$ cat src/rtl/rac_pkg.sv
// shared types, widths and codes for the rational accumulator
package rac_pkg;

    // accumulator and operand widths
    localparam int ACC_BITS     = 40;
    localparam int OPERAND_BITS = 8;

    // magnitude width of a non-negative accumulator value
    localparam int VAL_W  = ACC_BITS - 1;
    // width of the shared adder, wide enough for value times operand
    localparam int PROD_W = VAL_W + OPERAND_BITS;
    // step counter covers the multiply and the divide loops
    localparam int CNT_MAX = (OPERAND_BITS > VAL_W) ? OPERAND_BITS : VAL_W;
    localparam int CNT_W   = $clog2(CNT_MAX);

    // operation codes
    localparam logic [1:0] OP_ADD = 2'd0;
    localparam logic [1:0] OP_SUB = 2'd1;
    localparam logic [1:0] OP_MUL = 2'd2;
    localparam logic [1:0] OP_DIV = 2'd3;

    // multiply job: accumulator source
    localparam logic [1:0] SRC_W = 2'd0;
    localparam logic [1:0] SRC_N = 2'd1;
    localparam logic [1:0] SRC_D = 2'd2;

    // multiply job: operand source
    localparam logic [1:0] OPD_X = 2'd0;
    localparam logic [1:0] OPD_P = 2'd1;
    localparam logic [1:0] OPD_Q = 2'd2;

    // multiply job: product destination
    localparam logic [2:0] DST_T1 = 3'd0;
    localparam logic [2:0] DST_T2 = 3'd1;
    localparam logic [2:0] DST_N  = 3'd2;
    localparam logic [2:0] DST_D  = 3'd3;
    localparam logic [2:0] DST_W  = 3'd4;

    // final step after the multiply jobs
    localparam logic [1:0] FIN_NONE = 2'd0;
    localparam logic [1:0] FIN_ADD  = 2'd1;
    localparam logic [1:0] FIN_SUB  = 2'd2;
    localparam logic [1:0] FIN_DIV  = 2'd3;

    // input beat
    typedef struct packed {
        logic                    start_req;
        logic [1:0]              op;
        logic                    operand_is_fraction;
        logic [OPERAND_BITS-1:0] operand_whole;
        logic [OPERAND_BITS-1:0] operand_numer;
        logic [OPERAND_BITS-1:0] operand_denom;
    } t_in_item;

    // output beat
    typedef struct packed {
        logic                       acc_is_fraction;
        logic signed [ACC_BITS-1:0] acc_whole;
        logic signed [ACC_BITS-1:0] acc_numer;
        logic [VAL_W-1:0]           acc_denom;
        logic                       negative;
        logic                       overflow;
    } t_out_item;

    // handshake between top level and core
    typedef struct packed {
        logic fire;
        logic ack;
    } t_core_req;

    typedef struct packed {
        logic idle;
        logic done;
    } t_core_stat;

    // shared adder request and result
    typedef struct packed {
        logic              sub;
        logic [PROD_W-1:0] a;
        logic [PROD_W-1:0] b;
    } t_alu_req;

    typedef struct packed {
        logic              carry;
        logic [PROD_W-1:0] sum;
    } t_alu_res;

    // one queued multiply
    typedef struct packed {
        logic [1:0] src;
        logic [1:0] opd;
        logic [2:0] dst;
    } t_job;

    function automatic t_job mk_job(logic [1:0] src, logic [1:0] opd, logic [2:0] dst);
        t_job j;
        j.src = src;
        j.opd = opd;
        j.dst = dst;
        return j;
    endfunction

endpackage

$ cat src/rtl/rac_alu.sv
// shared add/subtract unit used by the multiply, add and divide steps of the sequencer
module rac_alu (
    input  rac_pkg::t_alu_req i_req,
    output rac_pkg::t_alu_res o_res
);
    import rac_pkg::*;

    logic [PROD_W:0] full;

    // carry-out is the no-borrow flag when subtracting
    assign full = {1'b0, i_req.a}
                + {1'b0, (i_req.sub ? ~i_req.b : i_req.b)}
                + (PROD_W+1)'(i_req.sub);

    assign o_res.carry = full[PROD_W];
    assign o_res.sum   = full[PROD_W-1:0];

endmodule

$ cat src/rtl/rac_core.sv
// accumulator state and step sequencer around the shared adder
module rac_core (
    input  logic               i_clk,
    input  logic               i_rst_n,
    input  rac_pkg::t_core_req i_req,
    input  rac_pkg::t_in_item  i_in,
    output rac_pkg::t_core_stat o_stat,
    output rac_pkg::t_out_item o_acc
);
    import rac_pkg::*;

    localparam logic [2:0] ST_IDLE   = 3'd0;
    localparam logic [2:0] ST_MUL    = 3'd1;
    localparam logic [2:0] ST_ADD    = 3'd2;
    localparam logic [2:0] ST_DIV    = 3'd3;
    localparam logic [2:0] ST_COMMIT = 3'd4;
    localparam logic [2:0] ST_DONE   = 3'd5;

    logic [2:0] r_state, n_state;

    // committed accumulator
    logic                r_kind, n_kind;
    logic [ACC_BITS-1:0] r_whole, n_whole;
    logic [ACC_BITS-1:0] r_numer, n_numer;
    logic [ACC_BITS-1:0] r_denom, n_denom;
    logic                r_neg, n_neg;
    logic                r_ovf, n_ovf;

    // latched operand
    logic [OPERAND_BITS-1:0] r_x, n_x;
    logic [OPERAND_BITS-1:0] r_p, n_p;
    logic [OPERAND_BITS-1:0] r_q, n_q;

    // job queue and plan
    t_job       r_job0, n_job0;
    t_job       r_job1, n_job1;
    t_job       r_job2, n_job2;
    logic [1:0] r_njob, n_njob;
    logic [1:0] r_fin, n_fin;
    logic       r_fin_w, n_fin_w;
    logic       r_ok, n_ok;
    logic       r_neg_w, n_neg_w;

    // working copy of the result
    logic                r_wk_kind, n_wk_kind;
    logic [ACC_BITS-1:0] r_wk_whole, n_wk_whole;
    logic [ACC_BITS-1:0] r_wk_numer, n_wk_numer;
    logic [ACC_BITS-1:0] r_wk_denom, n_wk_denom;
    logic [VAL_W-1:0]    r_t1, n_t1;
    logic [VAL_W-1:0]    r_t2, n_t2;

    // iteration registers
    logic [PROD_W-1:0]       r_prod, n_prod;
    logic [OPERAND_BITS-1:0] r_mpl, n_mpl;
    logic [CNT_W-1:0]        r_cnt, n_cnt;
    logic [VAL_W-1:0]        r_quot, n_quot;
    logic [OPERAND_BITS-1:0] r_rem, n_rem;

    t_alu_req            alu_req;
    t_alu_res            alu_res;
    logic [VAL_W-1:0]    prod_lo;
    logic [ACC_BITS-1:0] add_res;
    logic                qbit;
    logic [1:0]          sel;

    rac_alu u_alu (
        .i_req (alu_req),
        .o_res (alu_res)
    );

    function automatic logic [OPERAND_BITS-1:0] opd_pick(
        logic [1:0] opd, logic [OPERAND_BITS-1:0] x,
        logic [OPERAND_BITS-1:0] p, logic [OPERAND_BITS-1:0] q);
        logic [OPERAND_BITS-1:0] v;
        case (opd)
            OPD_X:   v = x;
            OPD_P:   v = p;
            OPD_Q:   v = q;
            default: v = '0;
        endcase
        return v;
    endfunction

    function automatic logic [VAL_W-1:0] src_pick(
        logic [1:0] src, logic [ACC_BITS-1:0] w,
        logic [ACC_BITS-1:0] n, logic [ACC_BITS-1:0] d);
        logic [VAL_W-1:0] v;
        case (src)
            SRC_W:   v = w[VAL_W-1:0];
            SRC_N:   v = n[VAL_W-1:0];
            SRC_D:   v = d[VAL_W-1:0];
            default: v = '0;
        endcase
        return v;
    endfunction

    // sequencer
    always_comb begin
        n_state    = r_state;
        n_kind     = r_kind;
        n_whole    = r_whole;
        n_numer    = r_numer;
        n_denom    = r_denom;
        n_neg      = r_neg;
        n_ovf      = r_ovf;
        n_x        = r_x;
        n_p        = r_p;
        n_q        = r_q;
        n_job0     = r_job0;
        n_job1     = r_job1;
        n_job2     = r_job2;
        n_njob     = r_njob;
        n_fin      = r_fin;
        n_fin_w    = r_fin_w;
        n_ok       = r_ok;
        n_neg_w    = r_neg_w;
        n_wk_kind  = r_wk_kind;
        n_wk_whole = r_wk_whole;
        n_wk_numer = r_wk_numer;
        n_wk_denom = r_wk_denom;
        n_t1       = r_t1;
        n_t2       = r_t2;
        n_prod     = r_prod;
        n_mpl      = r_mpl;
        n_cnt      = r_cnt;
        n_quot     = r_quot;
        n_rem      = r_rem;
        alu_req    = '0;
        prod_lo    = alu_res.sum[VAL_W-1:0];
        add_res    = alu_res.sum[ACC_BITS-1:0];
        qbit       = alu_res.carry;
        sel        = {r_kind, i_in.operand_is_fraction};

        case (r_state)
            ST_IDLE: begin
                if (i_req.fire) begin
                    n_x = i_in.operand_whole;
                    n_p = i_in.operand_numer;
                    n_q = i_in.operand_denom;
                    if (i_in.start_req) begin
                        // load operand as the new accumulator
                        n_kind  = i_in.operand_is_fraction;
                        n_whole = i_in.operand_is_fraction ? '0
                                                           : ACC_BITS'(i_in.operand_whole);
                        n_numer = i_in.operand_is_fraction ? ACC_BITS'(i_in.operand_numer)
                                                           : ACC_BITS'(1);
                        n_denom = i_in.operand_is_fraction ? ACC_BITS'(i_in.operand_denom)
                                                           : ACC_BITS'(1);
                        n_neg   = 1'b0;
                        n_ovf   = 1'b0;
                        n_state = ST_DONE;
                    end else if (r_neg || r_ovf) begin
                        n_state = ST_DONE;
                    end else begin
                        // plan the multiply jobs and the final step
                        n_njob     = 2'd0;
                        n_fin      = FIN_NONE;
                        n_fin_w    = 1'b0;
                        n_ok       = 1'b1;
                        n_neg_w    = 1'b0;
                        n_wk_kind  = r_kind;
                        n_wk_whole = r_whole;
                        n_wk_numer = r_numer;
                        n_wk_denom = r_denom;
                        n_t1       = '0;
                        n_t2       = '0;
                        case (i_in.op)
                            OP_ADD, OP_SUB: begin
                                n_fin = (i_in.op == OP_ADD) ? FIN_ADD : FIN_SUB;
                                case (sel)
                                    2'b00: begin
                                        n_t1    = r_whole[VAL_W-1:0];
                                        n_t2    = VAL_W'(i_in.operand_whole);
                                        n_fin_w = 1'b1;
                                    end
                                    2'b11: begin
                                        if (r_denom == ACC_BITS'(i_in.operand_denom)) begin
                                            n_t1 = r_numer[VAL_W-1:0];
                                            n_t2 = VAL_W'(i_in.operand_numer);
                                        end else begin
                                            n_job0 = mk_job(SRC_N, OPD_Q, DST_T1);
                                            n_job1 = mk_job(SRC_D, OPD_P, DST_T2);
                                            n_job2 = mk_job(SRC_D, OPD_Q, DST_D);
                                            n_njob = 2'd3;
                                        end
                                    end
                                    2'b01: begin
                                        n_job0     = mk_job(SRC_W, OPD_Q, DST_T1);
                                        n_njob     = 2'd1;
                                        n_t2       = VAL_W'(i_in.operand_numer);
                                        n_wk_kind  = 1'b1;
                                        n_wk_whole = '0;
                                        n_wk_denom = ACC_BITS'(i_in.operand_denom);
                                    end
                                    default: begin
                                        n_t1   = r_numer[VAL_W-1:0];
                                        n_job0 = mk_job(SRC_D, OPD_X, DST_T2);
                                        n_njob = 2'd1;
                                    end
                                endcase
                            end
                            OP_MUL: begin
                                case (sel)
                                    2'b00: begin
                                        n_job0 = mk_job(SRC_W, OPD_X, DST_W);
                                        n_njob = 2'd1;
                                    end
                                    2'b11: begin
                                        n_job0 = mk_job(SRC_D, OPD_Q, DST_D);
                                        n_job1 = mk_job(SRC_N, OPD_P, DST_N);
                                        n_njob = 2'd2;
                                    end
                                    2'b01: begin
                                        n_job0     = mk_job(SRC_W, OPD_P, DST_N);
                                        n_njob     = 2'd1;
                                        n_wk_kind  = 1'b1;
                                        n_wk_whole = '0;
                                        n_wk_denom = ACC_BITS'(i_in.operand_denom);
                                    end
                                    default: begin
                                        n_job0 = mk_job(SRC_N, OPD_X, DST_N);
                                        n_njob = 2'd1;
                                    end
                                endcase
                            end
                            default: begin
                                case (sel)
                                    2'b00: begin
                                        if (i_in.operand_whole == '0) n_ok = 1'b0;
                                        else                          n_fin = FIN_DIV;
                                    end
                                    2'b11: begin
                                        if (i_in.operand_numer == '0) begin
                                            n_ok = 1'b0;
                                        end else begin
                                            n_job0 = mk_job(SRC_D, OPD_P, DST_D);
                                            n_job1 = mk_job(SRC_N, OPD_Q, DST_N);
                                            n_njob = 2'd2;
                                        end
                                    end
                                    2'b01: begin
                                        if (i_in.operand_numer == '0) begin
                                            n_ok = 1'b0;
                                        end else begin
                                            n_job0     = mk_job(SRC_W, OPD_Q, DST_N);
                                            n_njob     = 2'd1;
                                            n_wk_kind  = 1'b1;
                                            n_wk_whole = '0;
                                            n_wk_denom = ACC_BITS'(i_in.operand_numer);
                                        end
                                    end
                                    default: begin
                                        if (i_in.operand_whole == '0) begin
                                            n_ok = 1'b0;
                                        end else begin
                                            n_job0 = mk_job(SRC_D, OPD_X, DST_D);
                                            n_njob = 2'd1;
                                        end
                                    end
                                endcase
                            end
                        endcase

                        // pick the first step
                        if (n_njob != 2'd0) begin
                            n_mpl   = opd_pick(n_job0.opd, i_in.operand_whole,
                                               i_in.operand_numer, i_in.operand_denom);
                            n_cnt   = CNT_W'(OPERAND_BITS-1);
                            n_state = ST_MUL;
                        end else if (n_fin == FIN_ADD || n_fin == FIN_SUB) begin
                            n_state = ST_ADD;
                        end else if (n_fin == FIN_DIV) begin
                            n_quot  = r_whole[VAL_W-1:0];
                            n_rem   = '0;
                            n_cnt   = CNT_W'(VAL_W-1);
                            n_state = ST_DIV;
                        end else begin
                            n_state = ST_COMMIT;
                        end
                    end
                end
            end

            // shift-add multiply, operand msb first
            ST_MUL: begin
                alu_req.sub = 1'b0;
                alu_req.a   = (r_cnt == CNT_W'(OPERAND_BITS-1)) ? '0
                                                                : {r_prod[PROD_W-2:0], 1'b0};
                alu_req.b   = r_mpl[OPERAND_BITS-1]
                            ? PROD_W'(src_pick(r_job0.src, r_whole, r_numer, r_denom))
                            : '0;
                n_prod = alu_res.sum;
                n_mpl  = {r_mpl[OPERAND_BITS-2:0], 1'b0};
                n_cnt  = r_cnt - CNT_W'(1);
                if (r_cnt == '0) begin
                    if (alu_res.sum[PROD_W-1:VAL_W] != '0) n_ok = 1'b0;
                    case (r_job0.dst)
                        DST_T1:  n_t1       = prod_lo;
                        DST_T2:  n_t2       = prod_lo;
                        DST_N:   n_wk_numer = {1'b0, prod_lo};
                        DST_D:   n_wk_denom = {1'b0, prod_lo};
                        DST_W:   n_wk_whole = {1'b0, prod_lo};
                        default: ;
                    endcase
                    if (r_njob > 2'd1) begin
                        n_job0 = r_job1;
                        n_job1 = r_job2;
                        n_njob = r_njob - 2'd1;
                        n_mpl  = opd_pick(r_job1.opd, r_x, r_p, r_q);
                        n_cnt  = CNT_W'(OPERAND_BITS-1);
                    end else begin
                        n_njob  = 2'd0;
                        n_state = (r_fin == FIN_ADD || r_fin == FIN_SUB) ? ST_ADD : ST_COMMIT;
                    end
                end
            end

            // final sum or difference of the two terms
            ST_ADD: begin
                alu_req.sub = (r_fin == FIN_SUB);
                alu_req.a   = PROD_W'(r_t1);
                alu_req.b   = PROD_W'(r_t2);
                if (r_fin == FIN_SUB)          n_neg_w = !alu_res.carry;
                else if (alu_res.sum[VAL_W])   n_ok    = 1'b0;
                if (r_fin_w) n_wk_whole = add_res;
                else         n_wk_numer = add_res;
                n_state = ST_COMMIT;
            end

            // restoring division, one quotient bit per step
            ST_DIV: begin
                alu_req.sub = 1'b1;
                alu_req.a   = PROD_W'({r_rem, r_quot[VAL_W-1]});
                alu_req.b   = PROD_W'(r_x);
                n_rem  = qbit ? alu_res.sum[OPERAND_BITS-1:0]
                              : {r_rem[OPERAND_BITS-2:0], r_quot[VAL_W-1]};
                n_quot = {r_quot[VAL_W-2:0], qbit};
                n_cnt  = r_cnt - CNT_W'(1);
                if (r_cnt == '0) begin
                    if (n_rem == '0) begin
                        n_wk_whole = {1'b0, n_quot};
                    end else begin
                        n_wk_kind  = 1'b1;
                        n_wk_numer = r_whole;
                        n_wk_denom = ACC_BITS'(r_x);
                        n_wk_whole = '0;
                    end
                    n_state = ST_COMMIT;
                end
            end

            // write back or flag overflow
            ST_COMMIT: begin
                if (r_ok) begin
                    n_kind  = r_wk_kind;
                    n_whole = r_wk_whole;
                    n_numer = r_wk_numer;
                    n_denom = r_wk_denom;
                    if (r_neg_w) n_neg = 1'b1;
                end else begin
                    n_ovf = 1'b1;
                end
                n_state = ST_DONE;
            end

            ST_DONE: begin
                if (i_req.ack) n_state = ST_IDLE;
            end

            default: n_state = ST_IDLE;
        endcase
    end

    // control and accumulator registers
    always_ff @(posedge i_clk) begin
        if (!i_rst_n) begin
            r_state <= ST_IDLE;
            r_kind  <= 1'b0;
            r_whole <= '0;
            r_numer <= ACC_BITS'(1);
            r_denom <= ACC_BITS'(1);
            r_neg   <= 1'b0;
            r_ovf   <= 1'b0;
            r_njob  <= 2'd0;
        end else begin
            r_state <= n_state;
            r_kind  <= n_kind;
            r_whole <= n_whole;
            r_numer <= n_numer;
            r_denom <= n_denom;
            r_neg   <= n_neg;
            r_ovf   <= n_ovf;
            r_njob  <= n_njob;
        end
    end

    // working registers
    always_ff @(posedge i_clk) begin
        r_x        <= n_x;
        r_p        <= n_p;
        r_q        <= n_q;
        r_job0     <= n_job0;
        r_job1     <= n_job1;
        r_job2     <= n_job2;
        r_fin      <= n_fin;
        r_fin_w    <= n_fin_w;
        r_ok       <= n_ok;
        r_neg_w    <= n_neg_w;
        r_wk_kind  <= n_wk_kind;
        r_wk_whole <= n_wk_whole;
        r_wk_numer <= n_wk_numer;
        r_wk_denom <= n_wk_denom;
        r_t1       <= n_t1;
        r_t2       <= n_t2;
        r_prod     <= n_prod;
        r_mpl      <= n_mpl;
        r_cnt      <= n_cnt;
        r_quot     <= n_quot;
        r_rem      <= n_rem;
    end

    // status and accumulator view
    assign o_stat.idle = (r_state == ST_IDLE);
    assign o_stat.done = (r_state == ST_DONE);

    assign o_acc.acc_is_fraction = r_kind;
    assign o_acc.acc_whole       = r_whole;
    assign o_acc.acc_numer       = r_numer;
    assign o_acc.acc_denom       = r_denom[VAL_W-1:0];
    assign o_acc.negative        = r_neg;
    assign o_acc.overflow        = r_ovf;

endmodule

$ cat src/rtl/rational_accumulator_alu_unit.sv
// Rational accumulator: input handshake, core sequencer and output register.
// Path from input beat to output register: a start or a frozen beat goes straight to done;
// other beats run up to three multiplies (OPERAND_BITS steps each), an add/subtract if needed,
// or natural by natural division (ACC_BITS-1 restoring steps), then commit, all on one adder.
// A new input beat is taken once the previous one has moved to the output register.
// Synchronous active-low reset: accumulator is natural 0 (numer 1, denom 1), flags clear.
module rational_accumulator_alu_unit (
    input  logic              i_clk,
    input  logic              i_rst_n,
    input  logic              i_in_valid,
    output logic              o_in_stall,
    input  rac_pkg::t_in_item i_in_data,
    output logic              o_out_valid,
    input  logic              i_out_stall,
    output rac_pkg::t_out_item o_out_data
);
    import rac_pkg::*;

    t_core_req  core_req;
    t_core_stat core_stat;
    t_out_item  core_acc;
    logic       take;
    logic       r_out_valid;
    t_out_item  r_out_data;

    rac_core u_core (
        .i_clk   (i_clk),
        .i_rst_n (i_rst_n),
        .i_req   (core_req),
        .i_in    (i_in_data),
        .o_stat  (core_stat),
        .o_acc   (core_acc)
    );

    // input beat taken only while the core is idle
    assign o_in_stall    = !core_stat.idle;
    assign core_req.fire = i_in_valid && core_stat.idle;

    // move a finished result into the output register when it is free
    assign take         = core_stat.done && (!r_out_valid || !i_out_stall);
    assign core_req.ack = take;

    always_ff @(posedge i_clk) begin
        if (!i_rst_n) begin
            r_out_valid <= 1'b0;
        end else if (take) begin
            r_out_valid <= 1'b1;
        end else if (!i_out_stall) begin
            r_out_valid <= 1'b0;
        end
    end

    always_ff @(posedge i_clk) begin
        if (take) r_out_data <= core_acc;
    end

    assign o_out_valid = r_out_valid;
    assign o_out_data  = r_out_data;

endmodule

$ cat config.mk
export PLATFORM = sky130hd
export DESIGN_NAME = rational_accumulator_alu_unit
export DESIGN_NICKNAME = d
export VERILOG_FILES = /design/src/rtl/rac_pkg.sv /design/src/rtl/rac_alu.sv /design/src/rtl/rac_core.sv /design/src/rtl/rational_accumulator_alu_unit.sv
export SDC_FILE = /design/constraint.sdc
export NUM_CORES = 1
export LEC_CHECK = 0
export BUFFER_PORTS_ARGS = -buffer_cell sky130_fd_sc_hd__buf_2
export CORE_AREA = 4 4 319 321
export DETAILED_ROUTE_END_ITERATION = 16
export DIE_AREA = 0 0 323 325
export PLACE_DENSITY = 0.55
export SKIP_CTS_REPAIR_TIMING = 1
export SYNTH_ARGS = -nofsm -noshare
export SYNTH_HDL_FRONTEND = slang
export SYNTH_SLANG_ARGS = --single-unit
$ cat constraint.sdc
create_clock -name i_clk -period 7.2 [get_ports i_clk]
set_input_delay 1.08 -clock i_clk [delete_from_list [all_inputs] [get_ports i_clk]]
set_output_delay 1.08 -clock i_clk [all_outputs]
set_load 0.01 [all_outputs]
==> results of run 1 <==
[worst reg2reg max path: stages, from the launching register on]
cell and delay [ns]:
edfxtp_1 0.74, nor2b_4 0.83, nand2_1 0.12, o21ai_0 0.11
a22oi_1 0.11, xnor2_1 0.16, ha_1 0.39, a21oi_1 0.25
o21ai_0 0.12, a221oi_1 0.49, o211ai_1 0.26, nor4_1 0.62
o31ai_4 0.16, mux2_4 0.38, buf_4 0.43, a21oi_1 0.19
a211oi_4 0.25, buf_4 0.44
[power by group through the flow]
stage	registers (W)	clock network, W	logic [W]
floorplan	0.00475	0	0.00174
detailed placement	0.00487	0	0.00275
CTS	0.00480	0.00367	0.00276
global route	0.00485	0.00380	0.00298
finish	0.00481	0.00359	0.00278
global placement	0.00487	0	0.00273
[synth_stat cells (3+ instances only)]
library cell  count
buf_1            14
o311ai_0         12
a22o_1           31
nand3_1         131
and3_1           13
xor2_1           26
or2_2             5
nand2_1         463
nor2b_1          16
xnor2_1          59
mux2i_1          72
buf_2             5
or3_1             9
a21boi_0        102
a31oi_1          11
nor3_1           19
o21bai_1         14
a221oi_1          3
a21o_1           44
a21oi_1         112
nand4_1          12
a221o_1          18
a211oi_1         14
inv_1            74
a22oi_1         121
o21ba_2           3
ha_1             58
o21a_1            9
or4_1             3
o21ai_1          15
a2bb2oi_1         4
nor4_1           24
o31ai_1           7
o221ai_1         29
dfxtp_1         129
clkbuf_1        172
o22ai_1          36
o211ai_1         19
o21ai_0         170
o211a_1          24
nor2_1          126
and2_1           24
nand2b_1         17
edfxtp_1        468
mux2_2            3
[stage by stage]
stage          std cells  setup WS (ns)   util
6_report            4228          0.725  0.343
5_1_grt             4228          0.379  0.343
4_1_cts             4228          0.788  0.343
3_5_place_dp        4097          0.814  0.319
3_3_place_gp        4097          0.896  0.319
2_1_floorplan       2790           1.02      -
[sequential cells by signal, summed over array words and instances, names as in the netlist, 2 cells and up]
name and count:
o_out_data 122, u_core.r_prod 46, u_core.r_denom 40, u_core.r_numer 40, u_core.r_whole 40, u_core.r_wk_denom 40, u_core.r_wk_numer 40, u_core.r_wk_whole 40
u_core.r_quot 39, u_core.r_t1 39, u_core.r_t2 39, u_core.r_mpl 8, u_core.r_p 8, u_core.r_q 8, u_core.r_rem 8, u_core.r_x 8
u_core.r_cnt 6, u_core.r_job0 6, u_core.r_job1 5, u_core.r_state 3, u_core.r_fin 2, u_core.r_njob 2
[layout by cell type, fill, tap and decap left out, types with 10 or more instances in the layout]
cell | Yosys | routed
nand2b_1 | 17 | 15
clkbuf_1 | 172 | 19
mux2i_1 | 72 | 72
a22o_1 | 31 | 31
nor4_1 | 24 | 24
o211a_1 | 24 | 24
buf_4 | 2 | 46
nor2_1 | 126 | 120
a31oi_1 | 11 | 10
o211ai_1 | 19 | 19
o21ai_1 | 15 | 15
o221ai_1 | 29 | 29
o311ai_0 | 12 | 12
xor2_1 | 26 | 26
edfxtp_1 | 468 | 468
a21oi_1 | 112 | 110
buf_2 | 5 | 154
a21boi_0 | 102 | 102
o21ai_0 | 170 | 170
o22ai_1 | 36 | 36
a211oi_1 | 14 | 13
nor3_1 | 19 | 18
ha_1 | 58 | 58
inv_1 | 74 | 74
a221o_1 | 18 | 18
xnor2_1 | 59 | 59
dfxtp_1 | 129 | 128
nand2_1 | 463 | 461
and3_1 | 13 | 13
o21bai_1 | 14 | 13
a22oi_1 | 121 | 121
nand3_1 | 131 | 131
a21o_1 | 44 | 44
nor2b_1 | 16 | 14
and2_1 | 24 | 20
clkinv_2 | 0 | 13
clkbuf_16 | 0 | 78
nand4_1 | 12 | 12
[path summary, 6_finish.rpt]
path / start / end / slack [ns] / depth (start not counted)
worst max-delay path: u_core.r_job0[0]$_DFFE_PP_ / u_core.r_wk_numer[12]$_DFFE_PP_ / 0.73 / 17
worst min-delay path: u_core.r_ovf$_SDFFE_PN0P_ / o_out_data[0]$_DFFE_PP_ / 0.49 / 0
worst max register to register: u_core.r_job0[0]$_DFFE_PP_ / u_core.r_wk_numer[12]$_DFFE_PP_ / 0.73 / 17
worst min register to register: u_core.r_ovf$_SDFFE_PN0P_ / o_out_data[0]$_DFFE_PP_ / 0.49 / 0
[routing by layer]
metal,global-route usage,up-vias,part of all wire
met3,0.0274,185,0.067
met5,0,-,0
met2,0.295,908,0.46
met1,0.254,11300,0.44
met4,0.0602,0,0.032
li1,-,10600,-
[cell type report]
| type | instances | area, µm² | share of cell area |
|---|---|---|---|
| clock buffer | 101 | 2080 | 0.0611 |
| clock inverter | 30 | 233 | 0.00684 |
| inverter | 76 | 288 | 0.00846 |
| multi-input combinational | 1922 | 12000 | 0.352 |
| sequential | 597 | 16600 | 0.489 |
| tap | 1298 | 1620 | 0.0477 |
| timing repair buffer | 204 | 1200 | 0.0352 |
[logic make-up (layout without fill, tap and decap cells)]
kind of cell / count (synthesis) / count (layout)
compound gates: 828 / 828
xor+xnor: 86 / 86
fa+ha+maj: 59 / 59
buf+inv: 271 / 411
flops: 597 / 597
mux: 76 / 76
simple gates: 873 / 873
==> flow_summary.ini, run 1 <==
[routing]
route.vias.total = 22900
ant_nets = 0
first_pass_iters = 5
drtIter0Drc = 2381
wire_per_inst_um = 23.4
routed_wl_um = 99100
route.detailed.drc = 0
drt-vias-per-instance = 5.42

[pwr]
power.leakage_nw = 12.4
combPwrFrac = 0.249
max-vdd-ir-drop_mv = 0.176
swShare = 0.344
p_sw_w = 0.00384
seq_power_share = 0.430
internal_power_w = 0.00733
powerDensity_nw_per_um2 = 328
total_power_w = 0.0112
clkPwrFrac = 0.321

[clock_tree]
cts_inserted_buffers = 71
cts_root_buf = clkbuf_16
cts.clk_slew.worst_paths_ns = 0.06
worstSkewPairLatency_ns = 0.62
clock-sinks = 597
clockBufferDepth = 3
cts_tree = yes
htree_num_levels = 3

[sta]
tightest_slew_ns = 1.25
rsz0062_at_grt = false
setup_viol = 0
post-route-min-period_ns = 6.47
fin_setup_tns_ns = 0
relSlewSlack = 0.154
skew_ns = 0.0307
maxSlewViolCount = 0
worst_hold_slack_ns = 0.488
max_freq_mhz = 154
finalCritPeriodShare = 0.899
hold_viol_final = 0

[die]
die_h_um = 325
core-area_um2 = 99300
dieArea_um2 = 105000
initial_core_util = 0.297
row_count = 116
fp.dieW_um = 323
io_pins = 156

[logic_synthesis]
synth_xor_area_frac = 0.0258
yosys.area.top_type = edfxtp_1
synth-simple-area-share = 0.130
ys_warn_count = 0
synth_fa_ha_area_frac = 0.0253
syn-num-nets = 2881
synthesis.area_um2 = 29500
synth_ff_type = edfxtp_1
synth_seq_cells = 597
syn_inst = 2790
synth_top_area_share = 0.476
synth.area.mux_share = 0.0261
synthTopCellsByArea = edfxtp_1, dfxtp_1, nand2_1, a22oi_1, o21ai_0
netlist-cell-type-count = 83
synth_area_per_cell_um2 = 10.6
synth-edff-count = 468
synth_top_family_by_area = compound AO/OA/AOI/OAI gates
synth_compound_area_frac = 0.193
seq_area_frac_synth = 0.564
async_reset_ff_frac = 0

[critical_path]
path_max_fanout = 25
cpPeakStageDelay_ns = 0.83
critPathSlowestCell = nor2b_4
worstPathRequired_ns = 7.44
path_buf_inv = 2
start_kind = flop
crit_type = reg2reg
cp-end-kind = flop
crit_family = compound AO/OA/AOI/OAI gates
arrival_ns = 6.72
cp_cell_sequence = nor2b_4 -> nand2_1 -> o21ai_0 -> a22oi_1 -> xnor2_1 -> ha_1 -> a21oi_1 -> o21ai_0 -> a221oi_1 -> o211ai_1 -> nor4_1 -> o31ai_4 -> mux2_4 -> buf_4 -> a21oi_1 -> a211oi_4 -> buf_4

[place]
gp_congestion = 0.922
dpl.hpwl_um = 65900
post_dp_cell_area_um2 = 31700
io_buffers = 155

[grt]
overflow = 0
grt_usage = 0.184
grt_pass1_vias = 22500
grt_start_max_net_pins = 100
grt_pass1_wl_um = 148000
antenna_found_initial = 3

[final_layout]
fill_cells = 10100
drive_above_1_share = 0.123
antenna_cells = 0
final_area_um2 = 34000
finalNetCount = 2963
area_delta_synth_final_pct = 15.3

[min_path]
hp-class = reg2reg

[flow_run]
maxCapViolCount = 0

[status]
status = complete, no violations
(Power assumes the default switching activity.)
==> run 2: changes to the inputs <==
--- a/config.mk
+++ b/config.mk
@@ -6,11 +6,12 @@
 export NUM_CORES = 1
 export LEC_CHECK = 0
 export BUFFER_PORTS_ARGS = -buffer_cell sky130_fd_sc_hd__buf_2
-export CORE_AREA = 4 4 319 321
+export CORE_AREA = 4 4 325 327
 export DETAILED_ROUTE_END_ITERATION = 16
-export DIE_AREA = 0 0 323 325
+export DIE_AREA = 0 0 329 331
 export PLACE_DENSITY = 0.55
 export SKIP_CTS_REPAIR_TIMING = 1
 export SYNTH_ARGS = -nofsm -noshare
 export SYNTH_HDL_FRONTEND = slang
+export SYNTH_HIERARCHICAL = 1
 export SYNTH_SLANG_ARGS = --single-unit
==> run 2 against run 1 <==
Power increased by 27%. Via count rose by 3.4%. Combinational power is 85% higher. Critical path type unchanged. Clock power down 1%. Synthesized cell count increased by 6.7%. Fmax rose by 0.60%. Highest routed layer unchanged.
==> flow_summary.ini, run 2 <==
[logic_synthesis]
yosysMostFrequentCell = edfxtp_1
netlist-cell-type-count = 86
synthesis.area_um2 = 30500
synth-edff-count = 468
synth_xor_area_frac = 0.0290
synthTopCellsByCount = edfxtp_1, nand2_1, a21oi_1, nor2_1, clkbuf_1
synth_seq_cells = 597
synth-simple-area-share = 0.144
synth_fa_ha_area_frac = 0.0261
synth_area_per_cell_um2 = 10.3
async_reset_ff_frac = 0
synth_top_area_share = 0.460
synth_top_family_by_area = compound AO/OA/AOI/OAI gates
yosys.area.top_type = edfxtp_1
ys_warn_count = 6
synth.area.mux_share = 0.0387
seq_area_frac_synth = 0.545
synth_compound_area_frac = 0.171
synth_ff_type = edfxtp_1
syn_inst = 2976
synthTopCellsByArea = edfxtp_1, dfxtp_1, nand2_1, a21oi_1, ha_1

[place]
post-place-ws_ns = 0.841
io_buffers = 155
gp_congestion = 0.898
dpl.hpwl_um = 65600
post_dp_cell_area_um2 = 32500

[routing]
drtIter0Drc = 2369
wire_per_inst_um = 22.7
first_pass_iters = 7
route.detailed.drc = 0
route.vias.total = 23700
routed_wl_um = 101000
ant_nets = 0
drt-vias-per-instance = 5.33

[sta]
maxSlewViolCount = 0
finalCritPeriodShare = 0.894
setup_ws_ns = 0.764
worst_hold_slack_ns = 0.499
setup_viol = 0
rsz0062_at_grt = false
skew_ns = 0.0309
relSlewSlack = 0.232
post-route-min-period_ns = 6.44
tightest_slew_ns = 1.15
max_freq_mhz = 155
hold_viol_final = 0

[critical_path]
start_kind = flop
r2r_slack_ns = 0.76
worstPathRequired_ns = 7.44
crit_type = reg2reg
cp-end-kind = flop
reg2reg_depth = 21
path_max_fanout = 40
reg2reg_to = u_core/r_wk_numer[13]$_DFFE_PP_
r2r_start = u_core/r_state[1]$_SDFFE_PN0P_
arrival_ns = 6.68

[grt]
grt_usage = 0.181
grt_pass1_vias = 23000
antenna_found_initial = 1
overflow = 0
grt_pass1_wl_um = 151000
grt_start_max_net_pins = 124

[die]
die_h_um = 331
dieArea_um2 = 109000
core-area_um2 = 103000
io_pins = 156
initial_core_util = 0.297
row_count = 118
fp.dieW_um = 329

[final_layout]
largest_reg_flops = 122
final_area_um2 = 34700
final_cell_mix = edfxtp_1, nand2_1, a21oi_1, nor2_1, buf_2
drive_above_1_share = 0.138
layout_commonest_cell = edfxtp_1
finalNetCount = 3101
area_delta_synth_final_pct = 13.7

[pwr]
powerDensity_nw_per_um2 = 409
max-vdd-ir-drop_mv = 0.277
total_power_w = 0.0142
power.leakage_nw = 12.8

[min_path]
hold_end = o_out_data[0]$_DFFE_PP_
min-delay-start = u_core/r_ovf$_SDFFE_PN0P_
hp-class = reg2reg
whs_path_depth = 0

[clock_tree]
worstSkewPairLatency_ns = 0.64
cts.clk_slew.worst_paths_ns = 0.06
cts_inserted_buffers = 71
htree_num_levels = 3
cts_root_buf = clkbuf_16
clockBufferDepth = 3
cts_tree = yes
clock-sinks = 597

[status]
status = complete, no violations

[flow_run]
maxCapViolCount = 0
run 2: changes by cell type in the layout (fill, tap and decap cells not counted), sizes merged, moves of 21 or more:
cell,before,now
a21oi,113,305
a21boi,102,3
nor2,126,181
nor3,20,70
o21ai,185,148
mux2,4,40
xor2,27,62
o22ai,36,5
inv,78,48
and2,25,52
o21bai,14,39
o211a,24,0
o221ai,29,8
run 2: critical path, cell delays in order (launching register included):
cell and delay [ns]:
dfxtp_2 0.32, buf_4 0.38, nand2b_1 0.20, nor2_4 0.15, nand2_1 0.10, nand2_2 0.38
buf_12 0.30, xor2_1 0.18, ha_1 0.35, a21oi_1 0.17, o21ai_0 0.17, o32ai_1 0.60
a211oi_1 0.16, nor3_1 0.31, nor2_1 0.14, a221oi_2 0.30, o21ai_1 0.23, nand4b_1 0.21
o41ai_2 0.11, a221o_1 0.38, a221oi_4 0.20, buf_4 0.67
run 2: through the flow:
stage	setup TNS, ns	cells	utilization
2_1_floorplan	-3.44	2983	-
3_3_place_gp	0	4313	0.315
3_5_place_dp	0	4313	0.315
4_1_cts	0	4443	0.337
5_1_grt	0	4443	0.337
6_report	0	4445	0.337
run 2: report_power, final:
group	leakage (nW)	internal, W	switching [W]
Combinational	6.24	0.00147	0.00366
Clock	1.10	0.00203	0.00152
Sequential	5.44	0.00508	0.000469
run 2: how the worst max path moves through the flow:
stage	start	to	slack, ns
after CTS	u_core/r_state[1]$_SDFFE_PN0P_	u_core/r_wk_numer[13]$_DFFE_PP_	0.78
final	u_core/r_state[1]$_SDFFE_PN0P_	u_core/r_wk_numer[13]$_DFFE_PP_	0.76
after global placement	u_core/r_state[1]$_SDFFE_PN0P_	u_core/r_wk_numer[12]$_DFFE_PP_	0.99
after detailed placement	u_core/r_state[1]$_SDFFE_PN0P_	u_core/r_wk_numer[25]$_DFFE_PP_	0.84
after global routing	u_core/r_state[1]$_SDFFE_PN0P_	u_core/r_wk_numer[30]$_DFFE_PP_	0.32
after floorplan	u_core/r_state[2]$_SDFFE_PN0P_	u_core/r_wk_denom[0]$_DFFE_PP_	-0.05
run 2: area by class of cell:
| class | count | area (µm²) |
|---|---|---|
| inverter | 41 | 158 |
| timing repair buffer | 212 | 1250 |
| antenna | 2 | 5.00 |
| fill | 10500 | 68200 |
| tap | 1380 | 1730 |
| clock buffer | 102 | 1990 |
| sequential | 597 | 16600 |
| clock inverter | 28 | 268 |
| multi-input combinational | 2083 | 12700 |
run 2: cells by family (layout without fill, tap and decap cells):
logic type | Yosys count | count (layout)
adder cells (fa/ha/maj) | 63 | 63
AND/OR/NAND/NOR | 981 | 981
XOR/XNOR | 101 | 101
multiplexers | 113 | 113
buffers and inverters | 303 | 383
flip-flops | 597 | 597
other | 1 | 10
AO/OA/AOI/OAI | 817 | 817
run 2: layer usage:
metal  global-route usage  wire, µm  vias up
li1                     -         -    10900
met1                0.254     46100    11600
met3               0.0279      6440      168
met4               0.0501      2210        0
met5                    0         0        -
met2                0.290     46200      937
